===== src/rpjp_pkg.sv =====
`default_nettype none
package rpjp_pkg;

  localparam int MAX_JOBS = 4096;
  localparam int ID_W     = $clog2(MAX_JOBS);
  localparam int SLOT_W   = ID_W;
  localparam int CNT_W    = ID_W + 1;
  localparam int POOL_AW  = SLOT_W + 2;
  localparam int LOC_W    = SLOT_W + 2;
  localparam int PCT_W    = 7;

  localparam logic [31:0] LFSR_TAPS = 32'h8020_0003;

  // rate * size / 100 by reciprocal multiplication
  // ceil(2**26 / 100) gives the exact quotient for every product below 2**20
  localparam int PROD_W    = PCT_W + CNT_W;
  localparam int MUL_W     = 2 * PROD_W - 1;
  localparam int PCT_SHIFT = 26;
  localparam logic [PROD_W-1:0] PCT_RECIP = PROD_W'(671089);

  localparam logic [1:0] POOL_WORK  = 2'd0;
  localparam logic [1:0] POOL_OVER  = 2'd1;
  localparam logic [1:0] POOL_UNINT = 2'd2;
  localparam logic [1:0] PLACE_IGN  = 2'd3;

  localparam logic [1:0] OP_ADD    = 2'd0;
  localparam logic [1:0] OP_REMOVE = 2'd1;
  localparam logic [1:0] OP_SELECT = 2'd2;

  localparam logic [1:0] CFG_ADOPT_RATE = 2'd0;
  localparam logic [1:0] CFG_EXPL_LIMIT = 2'd1;
  localparam logic [1:0] CFG_WSET_LIMIT = 2'd2;
  localparam logic [1:0] CFG_RNG_SEED   = 2'd3;

  typedef struct packed {
    logic [1:0]      op;
    logic [ID_W-1:0] job_id;
    logic            is_interesting;
  } in_req_t;

  typedef struct packed {
    logic [ID_W-1:0]  chosen_job;
    logic             no_job;
    logic [1:0]       placed_pool;
    logic [CNT_W-1:0] working_count;
    logic [CNT_W-1:0] overflow_count;
    logic [CNT_W-1:0] uninterested_count;
  } out_rsp_t;

  typedef struct packed {
    logic               pool_we;
    logic [POOL_AW-1:0] pool_waddr;
    logic [ID_W-1:0]    pool_wdata;
    logic               pool_re;
    logic [POOL_AW-1:0] pool_raddr;
    logic               loc_we;
    logic [ID_W-1:0]    loc_waddr;
    logic [LOC_W-1:0]   loc_wdata;
    logic               loc_re;
    logic [ID_W-1:0]    loc_raddr;
  } mem_req_t;

endpackage
`default_nettype wire


===== src/rpjp_div.sv =====
`default_nettype none
module rpjp_div (
  input  wire logic                     clk,
  input  wire logic                     rst_n,
  input  wire logic                     start,
  input  wire logic [31:0]              num,
  input  wire logic [rpjp_pkg::CNT_W-1:0] den,
  output logic                          done,
  output logic [rpjp_pkg::CNT_W-1:0]    rem
);
  import rpjp_pkg::*;

  logic [31:0]      num_r, num_nxt;
  logic [CNT_W-1:0] rem_r, rem_nxt;
  logic [CNT_W-1:0] den_r, den_nxt;
  logic [4:0]       cnt_r, cnt_nxt;
  logic             run_r, run_nxt;
  logic             done_r, done_nxt;
  logic [CNT_W:0]   trial;

  // restoring division, one quotient bit per cycle
  always_comb begin
    num_nxt  = num_r;
    rem_nxt  = rem_r;
    den_nxt  = den_r;
    cnt_nxt  = cnt_r;
    run_nxt  = run_r;
    done_nxt = 1'b0;
    trial    = {rem_r, num_r[31]};
    if (start) begin
      num_nxt = num;
      rem_nxt = '0;
      den_nxt = den;
      cnt_nxt = '0;
      run_nxt = 1'b1;
    end else if (run_r) begin
      if (trial >= {1'b0, den_r}) begin
        rem_nxt = CNT_W'(trial - {1'b0, den_r});
        num_nxt = {num_r[30:0], 1'b1};
      end else begin
        rem_nxt = trial[CNT_W-1:0];
        num_nxt = {num_r[30:0], 1'b0};
      end
      cnt_nxt = cnt_r + 5'd1;
      if (cnt_r == 5'd31) begin
        run_nxt  = 1'b0;
        done_nxt = 1'b1;
      end
    end
  end

  always_ff @(posedge clk) begin
    if (!rst_n) begin
      run_r  <= 1'b0;
      done_r <= 1'b0;
      cnt_r  <= '0;
    end else begin
      run_r  <= run_nxt;
      done_r <= done_nxt;
      cnt_r  <= cnt_nxt;
    end
    num_r <= num_nxt;
    rem_r <= rem_nxt;
    den_r <= den_nxt;
  end

  assign done = done_r;
  assign rem  = rem_r;

endmodule
`default_nettype wire


===== config.mk =====
export PLATFORM = sky130hd
export DESIGN_NAME = rpjp_div
export DESIGN_NICKNAME = d
export VERILOG_FILES = /design/src/rpjp_pkg.sv /design/src/rpjp_div.sv
export SDC_FILE = /design/constraint.sdc
export NUM_CORES = 1
export LEC_CHECK = 0
export BUFFER_PORTS_ARGS = -buffer_cell sky130_fd_sc_hd__buf_2
export CAP_MARGIN = 30
export CORE_ASPECT_RATIO = 1.1
export CORE_MARGIN = 1
export CORE_UTILIZATION = 35
export DETAILED_ROUTE_END_ITERATION = 7
export HOLD_SLACK_MARGIN = 0.08
export PLACE_DENSITY_LB_ADDON = 0.1
export REMOVE_ABC_BUFFERS = 1
export SYNTH_ARGS = -nofsm -noshare
export SYNTH_HDL_FRONTEND = slang
export SYNTH_SLANG_ARGS = --single-unit

===== constraint.sdc =====
create_clock -name clk -period 2.64 [get_ports clk]
set_clock_uncertainty 0.05 [all_clocks]
set_input_delay 0.792 -clock clk [delete_from_list [all_inputs] [get_ports clk]]
set_output_delay 0.792 -clock clk [all_outputs]
set_load 0.01 [all_outputs]

==> out/metrics.cfg, run 1 <==
[outcome]
status=completed

[clocking]
post_cts_buffers=0
clkTransAtPathRegs_ps=70
numCtsBuffers=9
cts_tree=built
clock-sinks=65
ctsHoldBuffers=0
cts_resized=0
clkLatencyLatePin_ps=340
cts-htree-levels=3
cts_max_path_buffers=2
cts_root_buffer=clkbuf_8

[place]
placed_area_sq_um=3760
gp_congestion=0.803
dp_hpwl_microns=4600
io_buffer_count=61

[grt]
overflow=0
grt_util_all_layers_pct=14.2
grt_pass1_vias=2209
antenna_found_initial=0
grt_max_degree=33
grt_pass1_wl_microns=10600

[sta]
drv_slew=0
rsz0062_at_grt=no
fin_crit_sh_pct=89.4
setup_tns_ps=0
clock.fmax_mhz=424
tightest_slew_ps=423
relSlewSlack_pct=71.7
setup_viol=0
period_needed_ps=2360
finalHoldViolations=0
hold_slack_ps=438

[finish]
area_growth_syn_to_layout_pct=18.9
multi_input_area_sq_um=1450
nets=404
layout_commonest_cell=buf_2
layout-drive-gt1-share_pct=35.7
num_antenna_cells=0
ff_latch_area_sq_um=1750
final_cell_area_sq_um=3940
final_cell_mix=buf_2, edfxtp_1, mux2_2
fillers=913

[setup_path]
cp_cell_sequence=inv_1 > ha_1 > inv_1 > fa_1 > a211oi_1 > o211ai_1 > nand3_1 > nand2_4 > mux2_2
start_kind=flip-flop
crit_fanout=18
path_class=flip-flop to flip-flop
end_kind=flip-flop
cp_slowest_stage_delay_ps=430
worstPathRequired_ps=2680
critPathSlowestCell=fa_1
arrival_ps=2400
crit_path_frequent_cell=inv_1
regToRegSetupSlack_ps=280

[logic_synthesis]
synth-edff-count=45
synthFlopType=edfxtp_1
async_flop_share_pct=0
synth_top_family_by_area=multiplexers
ys_ff_latch=65
synth_adder_area_share_pct=6.26
avgSynthCellArea_sq_um=12.1
synth_xor_area_share_pct=2.64
synth_simple_gate_area_share_pct=9.25
synthMuxAreaShare_pct=14.2
yosysWarningCount=0
syn_inst=273
synth.distinct_cells=47
synth_compound_area_share_pct=11.4
seq_area_frac_synth_pct=52.8
synth.cell_area_sq_um=3320

[floorplanning]
die_h_microns=104
io_pins=62
fp.dieW_microns=94.8
num_rows=36
die_area_sq_um=9870
core_area_sq_um=9010
initial_utilization_pct=36.8

[flow_run]
maxCapViolations=0

[power_and_ir_drop]
ir_drop_mv=0.335
cellLeakagePower_nw=1.63
power_density_nw_per_um2=618

[min_path]
hp-class=flip-flop to flip-flop

[route]
drc=0
wire_per_inst_microns=14.1
ant_nets=0
wl_microns=6480
routed_via_density=4.92
vias=2259
drtIter0Drc=76
drtPass1Iterations=4

## kinds of logic after synthesis
kind of cell | count (synthesis)
compound gates | 48
xor+xnor | 10
fa+ha+maj | 16
buf+inv | 28
flops | 65
mux | 43
simple gates | 63
## power breakdown
part,switching (mW),internal (mW)
combinational,0.224,0.208
sequential,0.0335,1.19
clock,0.428,0.354
## per-layer routing
metal  track usage (%)  wire length (microns)  part of all wire (%)
met1              18.0                   2960                    46
met2              21.8                   3050                    47
met3              5.56                    382                   5.9
met4              4.87                     93                   1.4
met5                 0                      0                     0
## registers in the layout, summed over array words and instances (netlist names)
name / flops
cnt_r: 5
run_r: 1
rem: 13
den_r: 13
done: 1
num_r: 32
## worst max-delay path, delay by kind of cell (launching register included)
family | cells | cell delay (ps)
and+or+nand+nor | 2 | 360
adders and majority gates | 2 | 580
buffers and inverters | 2 | 120
DFF | 1 | 390
AOI/OAI and AO/OA | 2 | 310
muxes | 1 | 320
## through the flow
stage | instances | worst slack (ps) | power [mW] | util (%)
2_1_floorplan | 264 | 434 | 1.54 | -
3_3_place_gp | 443 | 275 | 1.68 | 41.8
3_5_place_dp | 443 | 276 | 1.68 | 41.8
4_1_cts | 459 | 256 | 2.48 | 43.8
5_1_grt | 459 | 25.5 | 2.57 | 43.8
6_report | 459 | 280 | 2.44 | 43.8
## final cells by class
class / count / area share (%)
multi-input combinational: 180 / 36.8
clock buffer: 10 / 3.24
tap: 114 / 3.62
timing repair buffer: 65 / 8.82
clock inverter: 6 / 1.33
sequential: 65 / 44.4
inverter: 19 / 1.81
## worst paths after layout
check / start / end / depth (start not counted)
max: num_r[31]$_DFFE_PP_ / num_r[0]$_DFFE_PP_ / 9
min: rem[10]$_SDFFE_PP0P_ / rem[10]$_SDFFE_PP0P_ / 2
max reg2reg: num_r[31]$_DFFE_PP_ / num_r[0]$_DFFE_PP_ / 9
min reg2reg: rem[10]$_SDFFE_PP0P_ / rem[10]$_SDFFE_PP0P_ / 2
## cells in the mapped netlist, types with 3 or more instances
library cell | n | area, sq um
edfxtp_1 | 45 | 1350
mux2_2 | 33 | 372
nor2_1 | 24 | 90.1
dfxtp_1 | 20 | 400
inv_1 | 19 | 71.3
nand2_1 | 16 | 60.1
ha_1 | 15 | 188
a211oi_1 | 11 | 82.6
mux2i_1 | 10 | 100
a21oi_1 | 9 | 45.0
xnor2_1 | 6 | 52.6
nand2b_1 | 5 | 31.3
buf_1 | 4 | 15.0
xor2_1 | 4 | 35.0
a21oi_2 | 3 | 26.3
and3_1 | 3 | 18.8
clkbuf_1 | 3 | 11.3
nand4_1 | 3 | 18.8
nor2b_1 | 3 | 18.8
o211ai_1 | 3 | 22.5
o21a_1 | 3 | 22.5
(Power assumes the default switching activity.)
==> inputs of run 2 (changes only) <==
CAP_MARGIN = 10   (was 30)
HOLD_SLACK_MARGIN = 0.03   (was 0.08)
SETUP_SLACK_MARGIN = 0.4   (was default)
==> run 2 against run 1 <==
  * Non-clock buffer count grew 12
  * Critical path type unchanged
  * Fmax grew 6.3%
  * Critical path depth shrank 1
  * Clock-buffer cell count is the same
  * Global-route usage grew 0.33 points
  * Sequential power is essentially flat
  * Final area grew 4.7%
  * Final cell count grew 2.8%
  * Flip-flop and latch count is the same
  * Via count grew 2.6%
  * Sequential share of layout area shrank 2.0 points
  * Hold slack is essentially flat
==> out/metrics.cfg, run 2 (synthesized netlist as in run 1, its figures left out) <==
[floorplanning]
core_area_sq_um=9010  ; unchanged
fp.dieW_microns=94.8  ; unchanged
io_pins=62  ; unchanged
die_h_microns=104  ; unchanged
num_rows=36  ; unchanged
initial_utilization_pct=36.8  ; unchanged
die_area_sq_um=9870  ; unchanged

[clocking]
cts-htree-levels=3  ; unchanged
cts_root_buffer=clkbuf_8  ; unchanged
clkTransAtPathRegs_ps=80  ; was 70 ps
numCtsBuffers=9  ; unchanged
clkLatencyLatePin_ps=350  ; was 340 ps
clock-sinks=65  ; unchanged
cts_max_path_buffers=2  ; unchanged
cts_tree=built  ; unchanged

[setup_path]
timing.rr.start=den_r[2]$_DFFE_PP_  ; was num_r[31]$_DFFE_PP_
end_kind=flip-flop  ; unchanged
path_class=flip-flop to flip-flop  ; unchanged
regToRegSetupSlack_ps=420  ; was 280 ps
start_kind=flip-flop  ; unchanged
crit_fanout=6  ; was 18
regToRegEndpoint=rem[9]$_SDFFE_PP0P_  ; was num_r[0]$_DFFE_PP_
arrival_ps=2440  ; was 2400 ps
worstPathRequired_ps=2860  ; was 2680 ps
ff2ff_path_depth=8  ; was 9

[sta]
setup_tns_ps=0  ; unchanged
finalHoldViolations=0  ; unchanged
relSlewSlack_pct=71.7  ; about the same
period_needed_ps=2220  ; was 2360 ps
fin_crit_sh_pct=84.1  ; was 89.4%
setup_viol=0  ; unchanged
drv_slew=0  ; unchanged
rsz0062_at_grt=yes  ; was no
clock.fmax_mhz=450  ; was 424 MHz
setup_slack_ps=420  ; was 280 ps
tightest_slew_ps=422  ; was 423 ps

[finish]
largest_reg_flops=32  ; unchanged
final_cell_mix=buf_2, edfxtp_1, mux2_2  ; unchanged
area_growth_syn_to_layout_pct=24.5  ; was 18.9%
fillers=896  ; was 913
num_antenna_cells=0  ; unchanged
nets=417  ; was 404
layout_commonest_cell=buf_2  ; unchanged
fin_cells=472  ; was 459
top_register=num_r  ; unchanged
layout-drive-gt1-share_pct=42.7  ; was 35.7%

[place]
io_buffer_count=61  ; unchanged
dp_hpwl_microns=4600  ; unchanged
dp_slack_ps=276  ; unchanged
dp.cells=443  ; unchanged
gp_congestion=0.803  ; unchanged

[grt]
grt_util_all_layers_pct=14.6  ; was 14.2%
grt_max_degree=33  ; unchanged
grt_pass1_vias=2258  ; was 2209
overflow=0  ; unchanged
grt_pass1_wl_microns=10800  ; was 10600 microns
antenna_found_initial=0  ; unchanged

[outcome]
status=completed  ; unchanged

[route]
wire_per_inst_microns=14.4  ; was 14.1 microns
routed_via_density=4.91  ; was 4.92
ant_nets=0  ; unchanged
drtIter0Drc=63  ; was 76
drc=0  ; unchanged
wl_microns=6800  ; was 6480 microns
drtPass1Iterations=4  ; unchanged
vias=2318  ; was 2259

[flow_run]
maxCapViolations=0  ; unchanged

[min_path]
hold_start=rem[10]$_SDFFE_PP0P_  ; unchanged
hp-class=flip-flop to flip-flop  ; unchanged
holdPathStages=2  ; unchanged
holdPathEnd=rem[10]$_SDFFE_PP0P_  ; unchanged

[power_and_ir_drop]
ir_drop_mv=0.338  ; was 0.335 mV
power_density_nw_per_um2=608  ; was 618 nW/um^2
cellLeakagePower_nw=1.70  ; was 1.63 nW

-- run 2: what timing repair did --
action / 4_1_cts / 5_1_grt
setup buffers: 7 / 5
hold buffers: 0 / 0
setup endpoints to repair: 12 / 14
gates cloned: 1 / 0
gates resized for setup: 7 / 14
pin swaps: 5 / 15
-- run 2: power by group --
group	internal, mW	total [mW]	leakage (nW)	switching [mW]
Combinational	0.248	0.496	1.00	0.248
Sequential	1.19	1.22	0.613	0.0350
Clock	0.354	0.790	0.0850	0.436
Total	1.79	2.51	1.70	0.719
-- run 2: worst max-delay path: stages, from the launching register on --
cell      delay (ps)
edfxtp_1         360
inv_1             60
ha_2             300
o211ai_1         200
a21oi_2           70
o211a_1          270
or4b_1           460
and4_1           200
o31ai_2          160
-- run 2: worst max path at each step --
stage / cells past startpoint / slack, ps / start / end
finish: 8 / 420 / den_r[2]$_DFFE_PP_ / rem[9]$_SDFFE_PP0P_
CTS: 8 / 410 / den_r[2]$_DFFE_PP_ / rem[9]$_SDFFE_PP0P_
global placement: 9 / 270 / num_r[31]$_DFFE_PP_ / num_r[0]$_DFFE_PP_
global route: 10 / 280 / num_r[31]$_DFFE_PP_ / rem[12]$_SDFFE_PP0P_
detailed placement: 9 / 280 / num_r[31]$_DFFE_PP_ / num_r[0]$_DFFE_PP_
floorplan: 9 / 430 / num_r[31]$_DFFE_PP_ / num_r[0]$_DFFE_PP_
-- run 2: routing by layer --
| layer | GRT usage, % | share of wire [%] |
|---|---|---|
| met4 | 4.87 | 1.2 |
| met5 | 0 | 0 |
| met2 | 22.7 | 48 |
| met1 | 18.3 | 45 |
| met3 | 5.56 | 5.7 |
-- run 2: layout make-up --
class / instances / area [sq um] / share of cell area [%]
flip-flops and latches: 65 / 1750 / 42.5
multi-input cells: 181 / 1540 / 37.3
repair buffers: 77 / 442 / 10.7
well taps: 114 / 143 / 3.45
clock buffers: 10 / 128 / 3.09
inverters: 19 / 71.3 / 1.73
clock inverters: 6 / 52.6 / 1.27
-- run 2: per-stage QoR --
step                cell area, sq um  util [%]  hold slack (ps)  power (mW)
floorplan                       3270         -              417        1.54
finish                          4130      45.8              438        2.51
detailed placement              3760      41.8              429        1.68
global route                    4130      45.8              480        2.63
global placement                3760      41.8              429        1.68
CTS                             4040      44.8              438        2.50
==> inputs of run 3 (changes only) <==
ABC_AREA = 1   (was default)
clock period = 2.05 ns   (was 2.64 ns; I/O delays follow)
==> run 3 against run 2 <==
  * Global-route usage rose by 2.9 points
  * Routed wire length rose by 27%
  * Setup slack got worse by 340 ps
  * Via count rose by 35%
  * Fmax rose by 13%
  * Die area rose by 9.6%
  * Largest cell class unchanged
  * Largest power group unchanged
==> out/metrics.cfg, run 3 <==
[setup_path]
regToRegEndpoint=rem[10]$_SDFFE_PP0P_  ; was rem[9]$_SDFFE_PP0P_
end_kind=flip-flop  ; unchanged
worstPathRequired_ps=2290  ; was 2860 ps
regToRegSetupSlack_ps=80  ; was 420 ps
arrival_ps=2210  ; was 2440 ps
crit_fanout=6  ; unchanged
ff2ff_path_depth=14  ; was 8
path_class=flip-flop to flip-flop  ; unchanged
start_kind=flip-flop  ; unchanged
timing.rr.start=num_r[31]$_DFFE_PP_  ; was den_r[2]$_DFFE_PP_

[floorplanning]
fp.dieW_microns=99.2  ; was 94.8 microns
die_h_microns=109  ; was 104 microns
core_area_sq_um=9980  ; was 9010 sq um
initial_utilization_pct=36.5  ; was 36.8%
num_rows=38  ; was 36
die_area_sq_um=10800  ; was 9870 sq um
io_pins=62  ; unchanged

[clocking]
cts_tree=built  ; unchanged
ctsHoldBuffers=0  ; unchanged
clkLatencyLatePin_ps=340  ; was 350 ps
clock-sinks=65  ; unchanged
clkTransAtPathRegs_ps=70  ; was 80 ps
cts_max_path_buffers=2  ; unchanged
numCtsBuffers=9  ; unchanged
cts-htree-levels=3  ; unchanged
cts_root_buffer=clkbuf_8  ; unchanged

[power_and_ir_drop]
internal_power_mw=2.25  ; was 1.79 mW
sequentialPowerShare_pct=51.0  ; was 48.7%
p_total_mw=3.03  ; was 2.51 mW
p_comb_share_pct=14.5  ; was 19.8%
p_sw_mw=0.780  ; was 0.719 mW
clkPwrFrac_pct=34.5  ; was 31.5%
power_density_nw_per_um2=657  ; was 608 nW/um^2
p_sw_share_pct=25.7  ; was 28.7%
ir_drop_mv=0.331  ; was 0.338 mV
cellLeakagePower_nw=2.36  ; was 1.70 nW

[place]
io_buffer_count=61  ; unchanged
dp_slack_ps=-16.1  ; was 276 ps
gp_congestion=0.886  ; was 0.803
dp_hpwl_microns=5760  ; was 4600 microns
placed_area_sq_um=4150  ; was 3760 sq um

[route]
ant_nets=0  ; unchanged
wl_microns=8640  ; was 6800 microns
vias=3127  ; was 2318
drc=0  ; unchanged
drtIter0Drc=111  ; was 63
wire_per_inst_microns=13.0  ; was 14.4 microns
drtPass1Iterations=6  ; was 4
routed_via_density=4.71  ; was 4.91

[logic_synthesis]
synth-edff-count=45  ; unchanged
synthFlopType=edfxtp_1  ; unchanged
syn_inst=453  ; was 273
netlist.area_leader.share_pct=37.1  ; was 40.8%
synth_top_cells_by_area=edfxtp_1, nand2_1, dfxtp_1  ; was edfxtp_1, dfxtp_1, mux2_2
synth_most_common_cell=nand2_1  ; was edfxtp_1
yosysWarningCount=0  ; unchanged
async_flop_share_pct=0  ; unchanged
avgSynthCellArea_sq_um=8.04  ; was 12.1 sq um
yosys.area.top_type=edfxtp_1  ; unchanged
seq_area_frac_synth_pct=48.1  ; was 52.8%
ys_top_cells_by_count=nand2_1, inv_1, edfxtp_1  ; was edfxtp_1, mux2_2, nor2_1
synth.distinct_cells=32  ; was 47
ys_ff_latch=65  ; unchanged
synth.cell_area_sq_um=3640  ; was 3320 sq um

[sta]
setup_viol=0  ; unchanged
drv_slew=0  ; unchanged
fin_crit_sh_pct=95.9  ; was 84.1%
relSlewSlack_pct=77.5  ; was 71.7%
setup_tns_ps=0  ; unchanged
hold_slack_ps=396  ; was 438 ps
rsz0062_at_grt=yes  ; unchanged
tightest_slew_ps=338  ; was 422 ps
setup_slack_ps=83.4  ; was 420 ps
clock.fmax_mhz=508  ; was 450 MHz
period_needed_ps=1970  ; was 2220 ps
finalHoldViolations=0  ; unchanged

[finish]
layout-drive-gt1-share_pct=28.7  ; was 42.7%
final_cell_area_sq_um=4610  ; was 4130 sq um
final_cell_mix=nand2_1, inv_1, buf_2  ; was buf_2, edfxtp_1, mux2_2
layout_commonest_cell=nand2_1  ; was buf_2
largest_reg_flops=32  ; unchanged
area_growth_syn_to_layout_pct=26.6  ; was 24.5%
nets=604  ; was 417
num_antenna_cells=0  ; unchanged
fillers=1010  ; was 896
top_register=num_r  ; unchanged

[min_path]
hold_start=den[10]  ; was rem[10]$_SDFFE_PP0P_
hp-class=input port to flip-flop  ; was flip-flop to flip-flop
holdPathEnd=den_r[10]$_DFFE_PP_  ; was rem[10]$_SDFFE_PP0P_
holdPathStages=1  ; was 2

[grt]
antenna_found_initial=0  ; unchanged
grt_pass1_wl_microns=14700  ; was 10800 microns
grt_pass1_vias=3167  ; was 2258
grt_util_all_layers_pct=17.5  ; was 14.6%
grt_max_degree=40  ; was 33
overflow=0  ; unchanged

[flow_run]
maxCapViolations=0  ; unchanged

[outcome]
status=completed  ; unchanged

-- run 3: layer usage --
layer	share of wire, %	global-route usage (%)	wire, microns
met1	47	21.7	4060
met2	46	28.4	3980
met3	4.9	4.10	424
met4	2.0	8.93	174
met5	0	0	0
-- run 3: what timing repair did --
item                       in CTS  in global routing
setup endpoints to repair      14                 16
resized for setup              18                 21
gates cloned                    1                  0
setup buffers                  13                  0
pin swaps                       9                  8
-- run 3: worst max-delay path: stages (launching register included) --
cell and delay (ps):
edfxtp_1 380, inv_2 90, ha_4 130, inv_2 40
fa_2 360, nand2_1 70, nand2_1 60, nand3_2 60
nand2_2 80, nand2_4 110, nand3_4 130, buf_6 180
nand3_2 60, nand3_2 50, nand2_1 70
-- run 3: cell families (layout without fill, tap and decap cells) --
group	count (synthesis)	after routing	share of synthesized area, %
buffers and inverters	84	174	9.42
adder cells (fa/ha/maj)	16	16	5.70
AO/OA/AOI/OAI	17	17	2.92
AND/OR/NAND/NOR	266	267	32.6
XOR/XNOR	5	5	1.20
flip-flops	65	65	48.1
-- run 3: power by group through the flow --
stage	combinational, mW	sequential (mW)	clock (mW)
floorplan	0.223	1.56	0
global placement	0.366	1.57	0
detailed placement	0.371	1.57	0
CTS	0.414	1.54	1.09
global route	0.497	1.55	1.14
finish	0.439	1.54	1.05
-- run 3: worst max-delay path by stage --
stage                              startpoint                    to  slack (ps)  cells past startpoint
after global placement    num_r[31]$_DFFE_PP_  rem[10]$_SDFFE_PP0P_           6                     14
final                     num_r[31]$_DFFE_PP_  rem[10]$_SDFFE_PP0P_          80                     14
after global routing      num_r[31]$_DFFE_PP_  rem[12]$_SDFFE_PP0P_         -30                     14
after CTS                 num_r[31]$_DFFE_PP_  rem[11]$_SDFFE_PP0P_          80                     14
after detailed placement  num_r[31]$_DFFE_PP_  rem[11]$_SDFFE_PP0P_         -20                     14
after floorplan           num_r[31]$_DFFE_PP_    num_r[0]$_DFFE_PP_         -70                     12
-- run 3: area by class of cell --
cell class / count / area, sq um / area share [%]
Clock buffer: 11 / 131 / 2.85
Inverter: 70 / 263 / 5.70
Tap cell: 120 / 150 / 3.26
Multi-Input combinational cell: 305 / 1700 / 36.8
Clock inverter: 4 / 45.0 / 0.977
Timing Repair Buffer: 89 / 568 / 12.3
Sequential cell: 65 / 1760 / 38.1
-- run 3: stage by stage --
stage,std cells,util (%)
finish,664,46.2
global route,664,46.2
CTS,664,45.3
detailed placement,635,41.6
global placement,635,41.6
floorplan,439,-
